### src/resp_pkg.sv
`default_nettype none
package resp_pkg;

    // Default sizing
    localparam int MAX_PAYLOAD_DEF   = 64 * 1024;
    localparam int MAX_ELEMENTS_DEF  = 16;
    localparam int ELEM_HDR_LIM_DEF  = 32;

    // Parser phases
    localparam logic [2:0] PH_TYPE  = 3'd0;
    localparam logic [2:0] PH_HDR   = 3'd1;
    localparam logic [2:0] PH_PAY   = 3'd2;
    localparam logic [2:0] PH_TCR   = 3'd3;
    localparam logic [2:0] PH_TLF   = 3'd4;
    localparam logic [2:0] PH_ETYPE = 3'd5;
    localparam logic [2:0] PH_EHDR  = 3'd6;
    localparam logic [2:0] PH_DEAD  = 3'd7;

    // Response kinds; unknown type byte is held as TY_UNKNOWN
    localparam logic [2:0] TY_SIMPLE  = 3'd0;
    localparam logic [2:0] TY_ERROR   = 3'd1;
    localparam logic [2:0] TY_INTEGER = 3'd2;
    localparam logic [2:0] TY_BULK    = 3'd3;
    localparam logic [2:0] TY_ARRAY   = 3'd4;
    localparam logic [2:0] TY_UNKNOWN = 3'd7;

    // Characters
    localparam logic [7:0] CH_CR     = 8'h0D;
    localparam logic [7:0] CH_LF     = 8'h0A;
    localparam logic [7:0] CH_PLUS   = 8'h2B;
    localparam logic [7:0] CH_MINUS  = 8'h2D;
    localparam logic [7:0] CH_COLON  = 8'h3A;
    localparam logic [7:0] CH_DOLLAR = 8'h24;
    localparam logic [7:0] CH_STAR   = 8'h2A;
    localparam logic [7:0] CH_SPACE  = 8'h20;
    localparam logic [7:0] CH_TAB    = 8'h09;
    localparam logic [7:0] CH_VT     = 8'h0B;
    localparam logic [7:0] CH_FF     = 8'h0C;
    localparam logic [7:0] CH_ZERO   = 8'h30;
    localparam logic [7:0] CH_NINE   = 8'h39;

    // Largest magnitude that may still take one more digit
    localparam logic [63:0] MAG_TENTH = 64'd922337203685477580;

    typedef struct packed {
        logic [7:0] in_byte;
    } t_in_item;

    typedef struct packed {
        logic [2:0]         response_kind;
        logic [7:0]         data_byte;
        logic               data_valid;
        logic [3:0]         element_number;
        logic               element_end;
        logic               is_null;
        logic signed [63:0] int_value;
        logic               last;
        logic               protocol_error;
    } t_out_item;

    typedef struct packed {
        logic bad;
        logic digit;
        logic neg;
        logic started;
    } t_num_flags;

endpackage
`default_nettype wire

### src/resp_num.sv
`default_nettype none
// strtoll-style digit accumulation, one character per beat
module resp_num
    import resp_pkg::*;
(
    input  wire logic [7:0]  i_char,
    input  wire logic [63:0] i_acc,
    input  wire t_num_flags  i_flags,
    output logic [63:0]      o_acc,
    output t_num_flags       o_flags
);
    logic       is_digit;
    logic       is_ws;
    logic [63:0] d;
    logic       ovf;

    always_comb begin
        is_digit = (i_char >= CH_ZERO) && (i_char <= CH_NINE);
        is_ws    = (i_char == CH_SPACE) || (i_char == CH_TAB) || (i_char == CH_VT) ||
                   (i_char == CH_FF) || (i_char == CH_CR);
        d        = 64'(i_char - CH_ZERO);
        ovf      = (i_acc > MAG_TENTH) ||
                   ((i_acc == MAG_TENTH) && (d > (i_flags.neg ? 64'd8 : 64'd7)));
        o_acc    = i_acc;
        o_flags  = i_flags;
        if (!i_flags.bad) begin
            if (!i_flags.started && is_ws) begin
                // leading white space skipped
            end else if (!i_flags.started && (i_char == CH_PLUS)) begin
                o_flags.started = 1'b1;
            end else if (!i_flags.started && (i_char == CH_MINUS)) begin
                o_flags.started = 1'b1;
                o_flags.neg     = 1'b1;
            end else begin
                o_flags.started = 1'b1;
                if (!is_digit || ovf) begin
                    o_flags.bad = 1'b1;
                end else begin
                    // acc * 10 + d as shift-add
                    o_acc         = (i_acc << 3) + (i_acc << 1) + d;
                    o_flags.digit = 1'b1;
                end
            end
        end
    end
endmodule
`default_nettype wire

### src/resp_step.sv
`default_nettype none
// Parser state registers and per-byte next-state / result logic
module resp_step
    import resp_pkg::*;
#(
    parameter int MAX_PAYLOAD          = MAX_PAYLOAD_DEF,
    parameter int MAX_ELEMENTS         = MAX_ELEMENTS_DEF,
    parameter int ELEMENT_HEADER_LIMIT = ELEM_HDR_LIM_DEF
) (
    input  wire logic       i_clk,
    input  wire logic       i_rst_n,
    input  wire logic       i_fire,
    input  wire logic [7:0] i_byte,
    output t_out_item       o_res,
    output logic            o_res_valid,
    output logic            o_dead
);
    localparam int HCW = $clog2(MAX_PAYLOAD + 1);
    localparam int PLW = $clog2(MAX_PAYLOAD + 1);
    localparam int ELW = $clog2(MAX_ELEMENTS + 1);
    localparam logic [HCW-1:0] HDR_CAP_M1  = HCW'(MAX_PAYLOAD);
    localparam logic [HCW-1:0] EHDR_CAP_M1 = HCW'(ELEMENT_HEADER_LIMIT - 1);

    logic [2:0]     r_phase, n_phase;
    logic [2:0]     r_type, n_type;
    logic [HCW-1:0] r_hcnt, n_hcnt;
    logic [7:0]     r_held, n_held;
    logic           r_hv, n_hv;
    logic [63:0]    r_acc, n_acc;
    t_num_flags     r_flags, n_flags;
    logic [PLW-1:0] r_pleft, n_pleft;
    logic [ELW-1:0] r_eleft, n_eleft;
    logic [ELW-1:0] r_eidx, n_eidx;

    logic [63:0] num_acc;
    t_num_flags  num_flags;

    logic       do_fail, do_done, done_null;
    logic       valid_num, neg;
    logic [2:0] cur_kind;

    resp_num u_num (
        .i_char  (r_held),
        .i_acc   (r_acc),
        .i_flags (r_flags),
        .o_acc   (num_acc),
        .o_flags (num_flags)
    );

    always_comb begin
        n_phase = r_phase;  n_type = r_type;  n_hcnt = r_hcnt;
        n_held = r_held;    n_hv = r_hv;      n_acc = r_acc;
        n_flags = r_flags;  n_pleft = r_pleft;
        n_eleft = r_eleft;  n_eidx = r_eidx;
        o_res = '0;
        o_res_valid = 1'b0;
        do_fail = 1'b0;
        do_done = 1'b0;
        done_null = 1'b0;
        valid_num = r_flags.digit && !r_flags.bad;
        neg = r_flags.neg;
        cur_kind = (r_type <= TY_ARRAY) ? r_type : TY_SIMPLE;

        if (i_fire) begin
            case (r_phase)
                PH_TYPE: begin
                    case (i_byte)
                        CH_PLUS:   n_type = TY_SIMPLE;
                        CH_MINUS:  n_type = TY_ERROR;
                        CH_COLON:  n_type = TY_INTEGER;
                        CH_DOLLAR: n_type = TY_BULK;
                        CH_STAR:   n_type = TY_ARRAY;
                        default:   n_type = TY_UNKNOWN;
                    endcase
                    n_eleft = '0; n_eidx = '0; n_pleft = '0;
                    n_hcnt = '0; n_held = '0; n_hv = 1'b0;
                    n_acc = '0; n_flags = '0;
                    n_phase = PH_HDR;
                end
                PH_HDR, PH_EHDR: begin
                    if (i_byte == CH_LF) begin
                        if (!r_hv || (r_held != CH_CR)) begin
                            do_fail = 1'b1;
                        end else if ((r_phase == PH_EHDR) || (r_type == TY_BULK)) begin
                            // bulk length: -1 null, 0..MAX_PAYLOAD
                            if (valid_num && neg && (r_acc == 64'd1)) begin
                                do_done   = 1'b1;
                                done_null = 1'b1;
                            end else if (!valid_num || (neg && (r_acc != 64'd0)) ||
                                         (!neg && (r_acc > 64'(MAX_PAYLOAD)))) begin
                                do_fail = 1'b1;
                            end else begin
                                n_pleft = neg ? '0 : PLW'(r_acc);
                                n_phase = (!neg && (r_acc != 64'd0)) ? PH_PAY : PH_TCR;
                            end
                        end else if (r_type <= TY_ERROR) begin
                            o_res_valid = 1'b1;
                            o_res.response_kind = r_type;
                            o_res.last = 1'b1;
                            n_phase = PH_TYPE;
                        end else if (r_type == TY_INTEGER) begin
                            if (!valid_num) begin
                                do_fail = 1'b1;
                            end else begin
                                o_res_valid = 1'b1;
                                o_res.response_kind = TY_INTEGER;
                                o_res.int_value = neg ? -r_acc : r_acc;
                                o_res.last = 1'b1;
                                n_phase = PH_TYPE;
                            end
                        end else if (r_type == TY_ARRAY) begin
                            if (!valid_num || (neg && (r_acc != 64'd0)) ||
                                (r_acc > 64'(MAX_ELEMENTS))) begin
                                do_fail = 1'b1;
                            end else if (r_acc == 64'd0) begin
                                o_res_valid = 1'b1;
                                o_res.response_kind = TY_ARRAY;
                                o_res.last = 1'b1;
                                n_phase = PH_TYPE;
                            end else begin
                                n_eleft = ELW'(r_acc);
                                n_eidx  = '0;
                                n_phase = PH_ETYPE;
                            end
                        end else begin
                            do_fail = 1'b1;
                        end
                    end else if (r_hcnt >= ((r_phase == PH_HDR) ? HDR_CAP_M1 : EHDR_CAP_M1))
                    begin
                        do_fail = 1'b1;
                    end else begin
                        n_hcnt = r_hcnt + 1'b1;
                        n_held = i_byte;
                        n_hv   = 1'b1;
                        // held byte released one beat late
                        if (r_hv) begin
                            if ((r_phase == PH_HDR) && (r_type <= TY_ERROR)) begin
                                o_res_valid = 1'b1;
                                o_res.response_kind = r_type;
                                o_res.data_byte = r_held;
                                o_res.data_valid = 1'b1;
                            end else if ((r_phase == PH_EHDR) || (r_type <= TY_ARRAY)) begin
                                n_acc   = num_acc;
                                n_flags = num_flags;
                            end
                        end
                    end
                end
                PH_PAY: begin
                    o_res_valid = 1'b1;
                    o_res.response_kind = cur_kind;
                    o_res.data_byte = i_byte;
                    o_res.data_valid = 1'b1;
                    o_res.element_number = (r_type == TY_ARRAY) ? 4'(r_eidx) : 4'd0;
                    n_pleft = r_pleft - 1'b1;
                    if (r_pleft <= PLW'(1)) begin
                        n_pleft = '0;
                        n_phase = PH_TCR;
                    end
                end
                PH_TCR: begin
                    if (i_byte != CH_CR) do_fail = 1'b1;
                    else n_phase = PH_TLF;
                end
                PH_TLF: begin
                    if (i_byte != CH_LF) do_fail = 1'b1;
                    else do_done = 1'b1;
                end
                PH_ETYPE: begin
                    if (i_byte != CH_DOLLAR) begin
                        do_fail = 1'b1;
                    end else begin
                        n_hcnt = '0; n_held = '0; n_hv = 1'b0;
                        n_acc = '0; n_flags = '0;
                        n_phase = PH_EHDR;
                    end
                end
                default: begin
                    // dead: input discarded
                end
            endcase

            // bulk or element finished
            if (do_done) begin
                o_res_valid = 1'b1;
                o_res.response_kind = cur_kind;
                o_res.element_end = 1'b1;
                o_res.is_null = done_null;
                if (r_type == TY_ARRAY) begin
                    o_res.element_number = 4'(r_eidx);
                    if (r_eleft <= ELW'(1)) begin
                        o_res.last = 1'b1;
                        n_phase = PH_TYPE;
                    end else begin
                        n_eleft = r_eleft - 1'b1;
                        n_eidx  = r_eidx + 1'b1;
                        n_phase = PH_ETYPE;
                    end
                end else begin
                    o_res.last = 1'b1;
                    n_phase = PH_TYPE;
                end
            end

            // protocol error: one flagged beat, then silent
            if (do_fail) begin
                o_res = '0;
                o_res.response_kind = cur_kind;
                o_res.protocol_error = 1'b1;
                o_res_valid = 1'b1;
                n_phase = PH_DEAD;
            end
        end
    end

    always_ff @(posedge i_clk) begin
        if (!i_rst_n) begin
            r_phase <= PH_TYPE;  r_type <= '0;  r_hcnt <= '0;
            r_held <= '0;        r_hv <= 1'b0;  r_acc <= '0;
            r_flags <= '0;       r_pleft <= '0;
            r_eleft <= '0;       r_eidx <= '0;
        end else begin
            r_phase <= n_phase;  r_type <= n_type;  r_hcnt <= n_hcnt;
            r_held <= n_held;    r_hv <= n_hv;      r_acc <= n_acc;
            r_flags <= n_flags;  r_pleft <= n_pleft;
            r_eleft <= n_eleft;  r_eidx <= n_eidx;
        end
    end

    assign o_dead = (r_phase == PH_DEAD);
endmodule
`default_nettype wire

### config.mk
export PLATFORM = sky130hd
export DESIGN_NAME = resp_step
export DESIGN_NICKNAME = d
export VERILOG_FILES = /design/src/resp_pkg.sv /design/src/resp_num.sv /design/src/resp_step.sv
export SDC_FILE = /design/constraint.sdc
export NUM_CORES = 1
export LEC_CHECK = 0
export BUFFER_PORTS_ARGS = -buffer_cell sky130_fd_sc_hd__buf_4
export CAP_MARGIN = 20
export CORE_MARGIN = 4
export CORE_UTILIZATION = 50
export CTS_CLUSTER_SIZE = 12
export DETAILED_ROUTE_END_ITERATION = 10
export PLACE_DENSITY_LB_ADDON = 0.3
export SETUP_SLACK_MARGIN = 0.15
export SLEW_MARGIN = 30
export SYNTH_ARGS = -nofsm -noshare
export SYNTH_HDL_FRONTEND = slang
export SYNTH_SLANG_ARGS = --single-unit
export TNS_END_PERCENT = 10
### constraint.sdc
create_clock -name i_clk -period 10.3 [get_ports i_clk]
set_input_delay 2.06 -clock i_clk [delete_from_list [all_inputs] [get_ports i_clk]]
set_output_delay 2.06 -clock i_clk [all_outputs]
set_load 0.05 [all_outputs]
==> flow_metrics.py, run 1 <==
metrics = {
    "critical_path": {
        "critPathLaunchType": "input port",
        "worstSetupPathType": "in -> out",
        "cp-end-kind": "output port",
        "crit_path_cell_trace": "buf_4 -> nor4bb_1 -> nand2_1 -> nor4_1 -> o311a_1 -> o31a_1 -> nand2_1 -> nor2_1 -> o22ai_1 -> and3_1 -> buf_4",
        "slowest_delay_ns": 0.69,
        "cp.required_ns": 8.24,
        "cp_slowest_cell": "nor4_1",
        "crit_fanout": 7,
        "arrival_ns": 5.19,
    },
    "floorplanning": {
        "chipHeight_um": 174.0,
        "fp.coreArea_um2": 27030,
        "io_pins": 97,
        "chipWidth_um": 174.0,
        "row_count": 60,
        "design.die.area_um2": 30260,
        "initial_utilization_pct": 50.95,
    },
    "clock_network": {
        "numCtsBuffers": 17,
        "htreeDepth": 4,
        "root_buffer": "clkbuf_16",
        "clock_latency_ns": 0.43,
        "cts_tree": "built",
        "cts_resized": 0,
        "hold_buffers": 0,
        "path_clk_slew_ns": 0.06,
        "cts_sinks": 126,
        "clockBufferDepth": 2,
        "post_cts_buffers": 0,
    },
    "logic_synthesis": {
        "synth_cell_types": 80,
        "ys_seq_elements": 126,
        "ys_seq_area_share_pct": 18.32,
        "yosysTopAreaCell": "dfxtp_1",
        "synth_edf_count": 0,
        "syn_area_per_cell_um2": 7.480,
        "ys_warn_count": 0,
        "synth_fp_nets": 1998,
        "synth_top_cells_by_count": "nor2_1 (199), nand2_1 (196), dfxtp_1 (126)",
        "synth.most_common_cell": "nor2_1",
        "synthesis.area_um2": 13770,
        "synth_async_sr_flop_share_pct": 0,
        "ys_dominant_reg_cell": "dfxtp_1",
        "netlist_instances": 1841,
        "synth_area_leaders": "dfxtp_1 (18%), fa_1 (8.9%), ha_1 (7.7%)",
        "synth_top_area_share_pct": 18.32,
    },
    "final_layout": {
        "layout-drive-gt1-share_pct": 9.603,
        "syn2layout_area_growth_pct": 9.958,
        "fin_nets": 2008,
        "num_antenna_cells": 0,
    },
    "routing": {
        "totalWireLength_mm": 42.69,
        "vias": 13983,
        "ant_nets": 0,
        "drtIter0Drc": 1306,
        "wl_per_cell_um": 19.36,
        "dr.pass1.iters": 6,
        "viasPerCell": 6.341,
        "drc": 0,
    },
    "grt": {
        "grt_pass1_wl_mm": 69.11,
        "grt_overflow": 0,
        "antenna_found_initial": 0,
        "grt_max_degree": 101,
        "grt_usage_pct": 27.54,
        "grt_pass1_vias": 13295,
    },
    "timing": {
        "rsz0062_at_grt": "no",
        "slew_viol_final": 0,
        "setup_violations": 0,
        "max_freq_mhz": 137.8,
        "slew_headroom_pct": 34.68,
        "tns_ns": 0,
        "finalHoldViolations": 0,
        "fin_crit_sh_pct": 70.43,
        "fin_skew_ns": 0.01998,
        "worst_pin_slew_ns": 0.9798,
        "period_minus_slack_ns": 7.254,
        "postLayoutSetupSlackWorst_ns": 3.046,
    },
    "placement": {
        "place_ws_ns": 3.127,
        "place_congestion": 0.9562,
        "io_buffers": 96,
        "hpwl_mm": 30.85,
    },
    "min_path": {
        "hold_path_class": "reg -> reg",
    },
    "run": {
        "maxCapViolCount": 0,
    },
    "run_status": {
        "outcome": "completed",
    },
}
[per-stage QoR]
stage / hold slack, ns / util, % / cell area (um2) / instances
3_5_place_dp: 0.4625 / 53.91 / 14570 / 2173
5_1_grt: 0.4890 / 56.03 / 15140 / 2205
3_3_place_gp: 0.4569 / 53.88 / 14560 / 2173
4_1_cts: 0.4693 / 55.99 / 15130 / 2205
6_report: 0.4738 / 56.03 / 15140 / 2205
2_1_floorplan: 0.4323 / - / 13770 / 1841
[worst max-delay path: cells and delay by family]
kind,cells,cell delay (ns)
AOI/OAI and AO/OA,3,0.71
buffers and inverters,2,0.32
and+or+nand+nor,6,2.10
[final cells by class]
type | count | area [um2]
clock inverters | 15 | 136.4
inverters | 55 | 206.4
clock buffers | 17 | 425.4
well taps | 341 | 426.7
fillers | 2589 | 11880
flip-flops and latches | 126 | 2524
multi-input cells | 1544 | 10620
repair buffers | 107 | 807.0
[metal layers]
| metal | GRT usage (%) | wire (um) | vias up |
|---|---|---|---|
| li1 | - | - | 6622 |
| met1 | 37.60 | 18750 | 6641 |
| met3 | 4.437 | 3052 | 106 |
| met5 | 0 | 0 | - |
| met4 | 10.79 | 1410 | 0 |
| met2 | 43.82 | 19470 | 614 |
[sequential cells by signal, summed over array words and instances, names as in the netlist]
register / count
r_phase: 3
r_acc: 64
neg: 1
r_hv: 1
r_eleft: 5
r_held: 8
r_type: 3
r_flags: 3
r_pleft: 17
r_eidx: 4
r_hcnt: 17
[worst paths after layout]
path / from / end / slack [ns] / cells past startpoint
worst max register to register: r_held[5]$_SDFFE_PN0P_ / r_acc[49]$_SDFFE_PN0P_ / 4.33 / 16
worst min register to register: r_pleft[5]$_SDFFE_PN0P_ / r_pleft[5]$_SDFFE_PN0P_ / 0.47 / 2
worst max-delay path: i_byte[2] / o_res[81] / 3.05 / 11
worst min-delay path: r_pleft[5]$_SDFFE_PN0P_ / r_pleft[5]$_SDFFE_PN0P_ / 0.47 / 2
[cells in the final DEF (no fill, tap or decap), types with 51 or more instances in the layout]
cell	count
nand2_1	195
nor2_1	195
dfxtp_1	125
o21ai_0	114
a21oi_1	106
buf_4	106
ha_1	85
xor2_1	78
nand3_1	72
fa_1	61
inv_1	53
a21boi_0	51
[cells by family (layout without fill, tap and decap cells)]
logic type                 count (synthesis)  after routing  synth area share [%]
muxes                                      4              4                0.2908
xor gates and xnor gates                 127            127                 8.077
adders and majority gates                146            146                 16.59
buffers and inverters                    171            194                 4.825
DFF                                      126            126                 18.32
and+or+nand+nor                          757            757                 27.46
AOI/OAI and AO/OA                        510            510                 24.44
Power of run 1 is left out: the tool's default activity adds up to more than one toggle a clock period on the data nets, which glitch-free logic cannot reach.
==> inputs of run 2 (changes only) <==
==> constraint.sdc (replaced) <==
create_clock -name i_clk -period 7.3 [get_ports i_clk]
set_input_delay 1.46 -clock i_clk [delete_from_list [all_inputs] [get_ports i_clk]]
set_output_delay 1.46 -clock i_clk [all_outputs]
set_load 0.05 [all_outputs]
==> run 2 against run 1 <==
Net effect:
- worst setup slack got worse by 1.9 ns
- routed wire length increased by 1.2%
- first-iteration DRC count increased by 22%
- cell area increased by 0.25%
- cell count about the same
- register-to-register slack got worse by 2.5 ns
- hold slack improved by 0.0023 ns
- non-clock buffer count increased by 2
- sequential share of layout area about the same
- clock skew decreased by 0.0035 ns
- via count increased by 0.25%
- die area unchanged
==> flow_metrics.py, run 2 (synthesis results as in run 1) <==
metrics = {
    "run_status": {
        "outcome": "completed",
    },
    "timing": {
        "tns_ns": 0,
        "slew_headroom_pct": 40.82,
        "finalHoldViolations": 0,
        "worst_pin_slew_ns": 0.8797,
        "rsz0062_at_grt": "no",
        "slew_viol_final": 0,
        "period_minus_slack_ns": 6.178,
        "setup_violations": 0,
        "fin_crit_sh_pct": 84.63,
        "max_freq_mhz": 161.9,
        "fin_skew_ns": 0.01643,
    },
    "placement": {
        "hpwl_mm": 31.14,
        "io_buffers": 96,
        "place_congestion": 0.9692,
    },
    "final_layout": {
        "fin_util_pct": 56.17,
        "syn2layout_area_growth_pct": 10.23,
        "layout-drive-gt1-share_pct": 9.646,
        "fill_cells": 2544,
        "regMostFlops": "r_acc",
        "num_antenna_cells": 0,
        "fin_nets": 2010,
        "largest_reg_flops": 64,
        "reg.largest.list": "r_acc: 64 flops, r_hcnt: 17 flops, r_pleft: 17 flops",
        "final_cell_mix": "nand2_1 (195), nor2_1 (195), dfxtp_1 (125)",
    },
    "min_path": {
        "hold_start": "r_flags[2]$_SDFFE_PN0P_",
        "hold_path_class": "reg -> reg",
    },
    "clock_network": {
        "hold_buffers": 0,
        "cts_resized": 0,
        "clockBufferDepth": 2,
        "htreeDepth": 4,
        "root_buffer": "clkbuf_16",
        "post_cts_buffers": 0,
        "cts_sinks": 126,
        "cts_tree": "built",
        "numCtsBuffers": 17,
        "clock_latency_ns": 0.44,
        "path_clk_slew_ns": 0.06,
    },
    "routing": {
        "drtIter0Drc": 1596,
        "vias": 14018,
        "dr.pass1.iters": 6,
        "totalWireLength_mm": 43.19,
        "wl_per_cell_um": 19.57,
        "viasPerCell": 6.352,
        "drc": 0,
        "ant_nets": 0,
    },
    "critical_path": {
        "cp.required_ns": 5.84,
        "path_buf_inv": 2,
        "cp-end-kind": "output port",
        "crit_path_cell_trace": "or2_2 -> or2_2 -> clkinv_1 -> ha_1 -> a21o_1 -> a21o_1 -> a21oi_1 -> o2111ai_1 -> a21oi_1 -> o31a_1 -> nand2_1 -> nor2_1 -> o22ai_1 -> and3_1 -> buf_4",
        "cpLargestDelayFamily": "compound AO/OA/AOI/OAI gates",
        "r2r_start": "r_held[5]$_SDFFE_PN0P_",
        "critPathLaunchType": "flip-flop",
        "slowest_delay_ns": 0.65,
        "cp_slowest_cell": "dfxtp_1",
        "arrival_ns": 4.72,
        "worstSetupPathType": "reg -> out",
        "crit_fanout": 15,
        "startpoint": "r_phase[2]$_SDFFE_PN0P_",
    },
    "grt": {
        "grt_usage_pct": 27.64,
        "antenna_found_initial": 0,
        "grt_overflow": 0,
        "grt_max_degree": 109,
        "grt_pass1_wl_mm": 69.73,
        "grt_pass1_vias": 13114,
    },
    "run": {
        "maxCapViolCount": 0,
    },
    "floorplanning": {
        "initial_utilization_pct": 50.95,
        "row_count": 60,
        "chipHeight_um": 174.0,
        "io_pins": 97,
        "chipWidth_um": 174.0,
        "design.die.area_um2": 30260,
        "fp.coreArea_um2": 27030,
    },
}
==> run 2: area by class of cell <==
type | instances | area (um2) | share of cell area [%]
clock inverter | 14 | 131.4 | 0.8655
clock buffer | 18 | 439.2 | 2.893
sequential | 126 | 2524 | 16.63
multi-input combinational | 1544 | 10610 | 69.90
inverter | 55 | 206.4 | 1.360
tap | 341 | 426.7 | 2.811
timing repair buffer | 109 | 842.1 | 5.547
==> run 2: worst paths after layout <==
kind                            slack, ns  depth (start not counted)                       to
worst max-delay path                 1.12                         15                o_res[81]
worst min-delay path                 0.48                          2  r_flags[2]$_SDFFE_PN0P_
worst max register to register       1.88                         16   r_acc[49]$_SDFFE_PN0P_
worst min register to register       0.48                          2  r_flags[2]$_SDFFE_PN0P_
==> run 2: through the flow <==
step	instances	hold slack [ns]	setup slack, ns	instance area [um2]
floorplan	1841	0.4323	1.328	13770
global placement	2174	0.4531	1.392	14570
detailed placement	2174	0.4689	1.358	14580
CTS	2206	0.4838	1.226	15150
global route	2207	0.5113	0.8262	15180
finish	2207	0.4762	1.122	15180
==> run 2: worst register-to-register path, stage by stage (launching register included) <==
cell and delay (ns):
dfxtp_1 0.40, ha_1 0.32, nor2_4 0.55, buf_16 0.24
fa_1 0.44, ha_1 0.45, nand4_1 0.16, nor3_1 0.19
o211ai_1 0.19, a31oi_1 0.20, nor2b_1 0.12, o31ai_1 0.60
a21oi_1 0.25, o311ai_0 0.71, a31oi_1 0.20, xnor2_1 0.17
o21ai_0 0.08
==> run 2: routing by layer <==
| layer | global-route usage (%) | vias to the layer above | share of wire, % |
|---|---|---|---|
| li1 | - | 6624 | - |
| met1 | 39.08 | 6700 | 44 |
| met2 | 44.83 | 624 | 46 |
| met3 | 3.567 | 70 | 7.4 |
| met4 | 7.159 | 0 | 2.3 |
| met5 | 0 | - | 0 |
Power of run 2 is left out for the same reason.
==> inputs of run 3 (changes only) <==
==> constraint.sdc (replaced) <==
create_clock -name i_clk -period 6.4 [get_ports i_clk]
set_input_delay 1.28 -clock i_clk [delete_from_list [all_inputs] [get_ports i_clk]]
set_output_delay 1.28 -clock i_clk [all_outputs]
set_load 0.05 [all_outputs]
==> run 3 against run 2 <==
Net effect:
- non-clock buffer count grew 5
- utilization grew 0.14 points
- first-iteration DRC count shrank 12%
- largest cell class unchanged
- cell count grew 0.23%
- critical path depth is the same
- clock-buffer cell count grew 1
- hold slack gained 0.014 ns
- flip-flop and latch count is the same
- sequential share of layout area is essentially flat
- critical endpoint unchanged
- register-to-register slack lost 0.80 ns
- cell area grew 0.25%
- worst setup slack lost 0.62 ns
==> flow_metrics.py, run 3 (synthesis results as in run 1) <==
metrics = {
    "run_status": {
        "outcome": "completed",
    },
    "grt": {
        "use_met2_pct": 45.21,
        "grt_usage_pct": 27.57,
        "grt_pass1_vias": 13347,
        "grt_pass1_wl_mm": 69.68,
        "antenna_found_initial": 0,
        "grt_max_degree": 67,
        "busiest_layer": "met2",
        "use_met1_pct": 37.58,
        "met3_usage_pct": 3.871,
        "grt_overflow": 0,
    },
    "final_layout": {
        "syn2layout_area_growth_pct": 10.50,
        "fill_cells": 2556,
        "design_area_um2": 15220,
        "layout-drive-gt1-share_pct": 9.941,
        "regMostFlops": "r_acc",
        "fin_nets": 2015,
        "final_cell_mix": "nand2_1 (195), nor2_1 (195), dfxtp_1 (125)",
        "fin_util_pct": 56.31,
        "largest_reg_flops": 64,
        "reg.largest.list": "r_acc: 64 flops, r_hcnt: 17 flops, r_pleft: 17 flops",
        "num_antenna_cells": 0,
        "multi_input_area_um2": 10610,
        "regArea_um2": 2524,
    },
    "timing": {
        "postLayoutSetupSlackWorst_ns": 0.5046,
        "tns_ns": 0,
        "slew_viol_final": 0,
        "finalHoldViolations": 0,
        "rsz0062_at_grt": "no",
        "period_minus_slack_ns": 5.895,
        "fin_crit_sh_pct": 92.12,
        "fin_skew_ns": 0.01371,
        "setup_violations": 0,
        "slew_headroom_pct": 41.38,
        "worst_pin_slew_ns": 0.8671,
        "max_freq_mhz": 169.6,
    },
    "floorplanning": {
        "chipHeight_um": 174.0,
        "io_pins": 97,
        "initial_utilization_pct": 50.95,
        "fp.coreArea_um2": 27030,
        "design.die.area_um2": 30260,
        "row_count": 60,
        "chipWidth_um": 174.0,
    },
    "clock_network": {
        "root_buffer": "clkbuf_16",
        "path_clk_slew_ns": 0.06,
        "post_cts_buffers": 0,
        "cts_tree": "built",
        "clock_latency_ns": 0.43,
        "cts_resized": 0,
        "htreeDepth": 4,
        "cts_sinks": 126,
        "numCtsBuffers": 17,
        "hold_buffers": 0,
        "clockBufferDepth": 2,
    },
    "critical_path": {
        "critPathLaunchType": "flip-flop",
        "cp-end-kind": "output port",
        "r2r_start": "r_held[5]$_SDFFE_PN0P_",
        "worstSetupPathType": "reg -> out",
        "cp.required_ns": 5.12,
        "arrival_ns": 4.62,
        "crit_fanout": 15,
        "startpoint": "r_phase[2]$_SDFFE_PN0P_",
    },
    "routing": {
        "viasPerCell": 6.305,
        "ant_nets": 0,
        "drtIter0Drc": 1408,
        "vias": 13946,
        "dr.pass1.iters": 5,
        "drc": 0,
        "wl_per_cell_um": 19.42,
        "totalWireLength_mm": 42.95,
    },
    "min_path": {
        "hold_path_class": "reg -> reg",
        "hold_start": "r_pleft[5]$_SDFFE_PN0P_",
    },
    "run": {
        "maxCapViolCount": 0,
    },
    "placement": {
        "io_buffers": 96,
        "place_congestion": 0.9940,
        "place_ws_ns": 0.8380,
        "placed_area_um2": 14630,
        "hpwl_mm": 31.74,
    },
}
==> run 3: cell type report <==
type	count	share of cell area [%]
well taps	341	2.804
multi-input cells	1544	69.73
repair buffers	114	5.706
inverters	55	1.357
flip-flops and latches	126	16.58
clock buffers	19	2.976
clock inverters	13	0.8387
==> run 3: path summary, 6_finish.rpt <==
kind,endpoint,slack (ns),cells past startpoint
hold reg to reg,r_pleft[5]$_SDFFE_PN0P_,0.49,2
hold / removal,r_pleft[5]$_SDFFE_PN0P_,0.49,2
setup reg to reg,r_acc[62]$_SDFFE_PN0P_,1.08,16
setup / recovery,o_res[81],0.50,15
==> run 3: per-stage QoR <==
stage	hold WS, ns	cells
floorplan	0.4323	1841
finish	0.4899	2212
detailed placement	0.4705	2180
CTS	0.4859	2212
global placement	0.4634	2179
global route	0.5295	2212
==> run 3: per-layer routing <==
metal	wire, um	up-vias
met5	0	-
met2	19920	613
met4	1094	0
met3	2978	69
met1	18960	6628
li1	-	6636
==> run 3: worst max-delay path, cell delays in order, from the launching register on <==
cell       delay (ns)
dfxtp_1          0.63
or2_2            0.34
or2_2            0.22
clkinv_1         0.35
ha_1             0.41
a21o_1           0.15
a21o_1           0.17
a21oi_1          0.14
o2111ai_1        0.20
a21oi_1          0.28
o31a_1           0.34
nand2_1          0.12
nor2_1           0.27
o22ai_1          0.15
and3_1           0.21
buf_4            0.18
Power of run 3 is left out for the same reason.
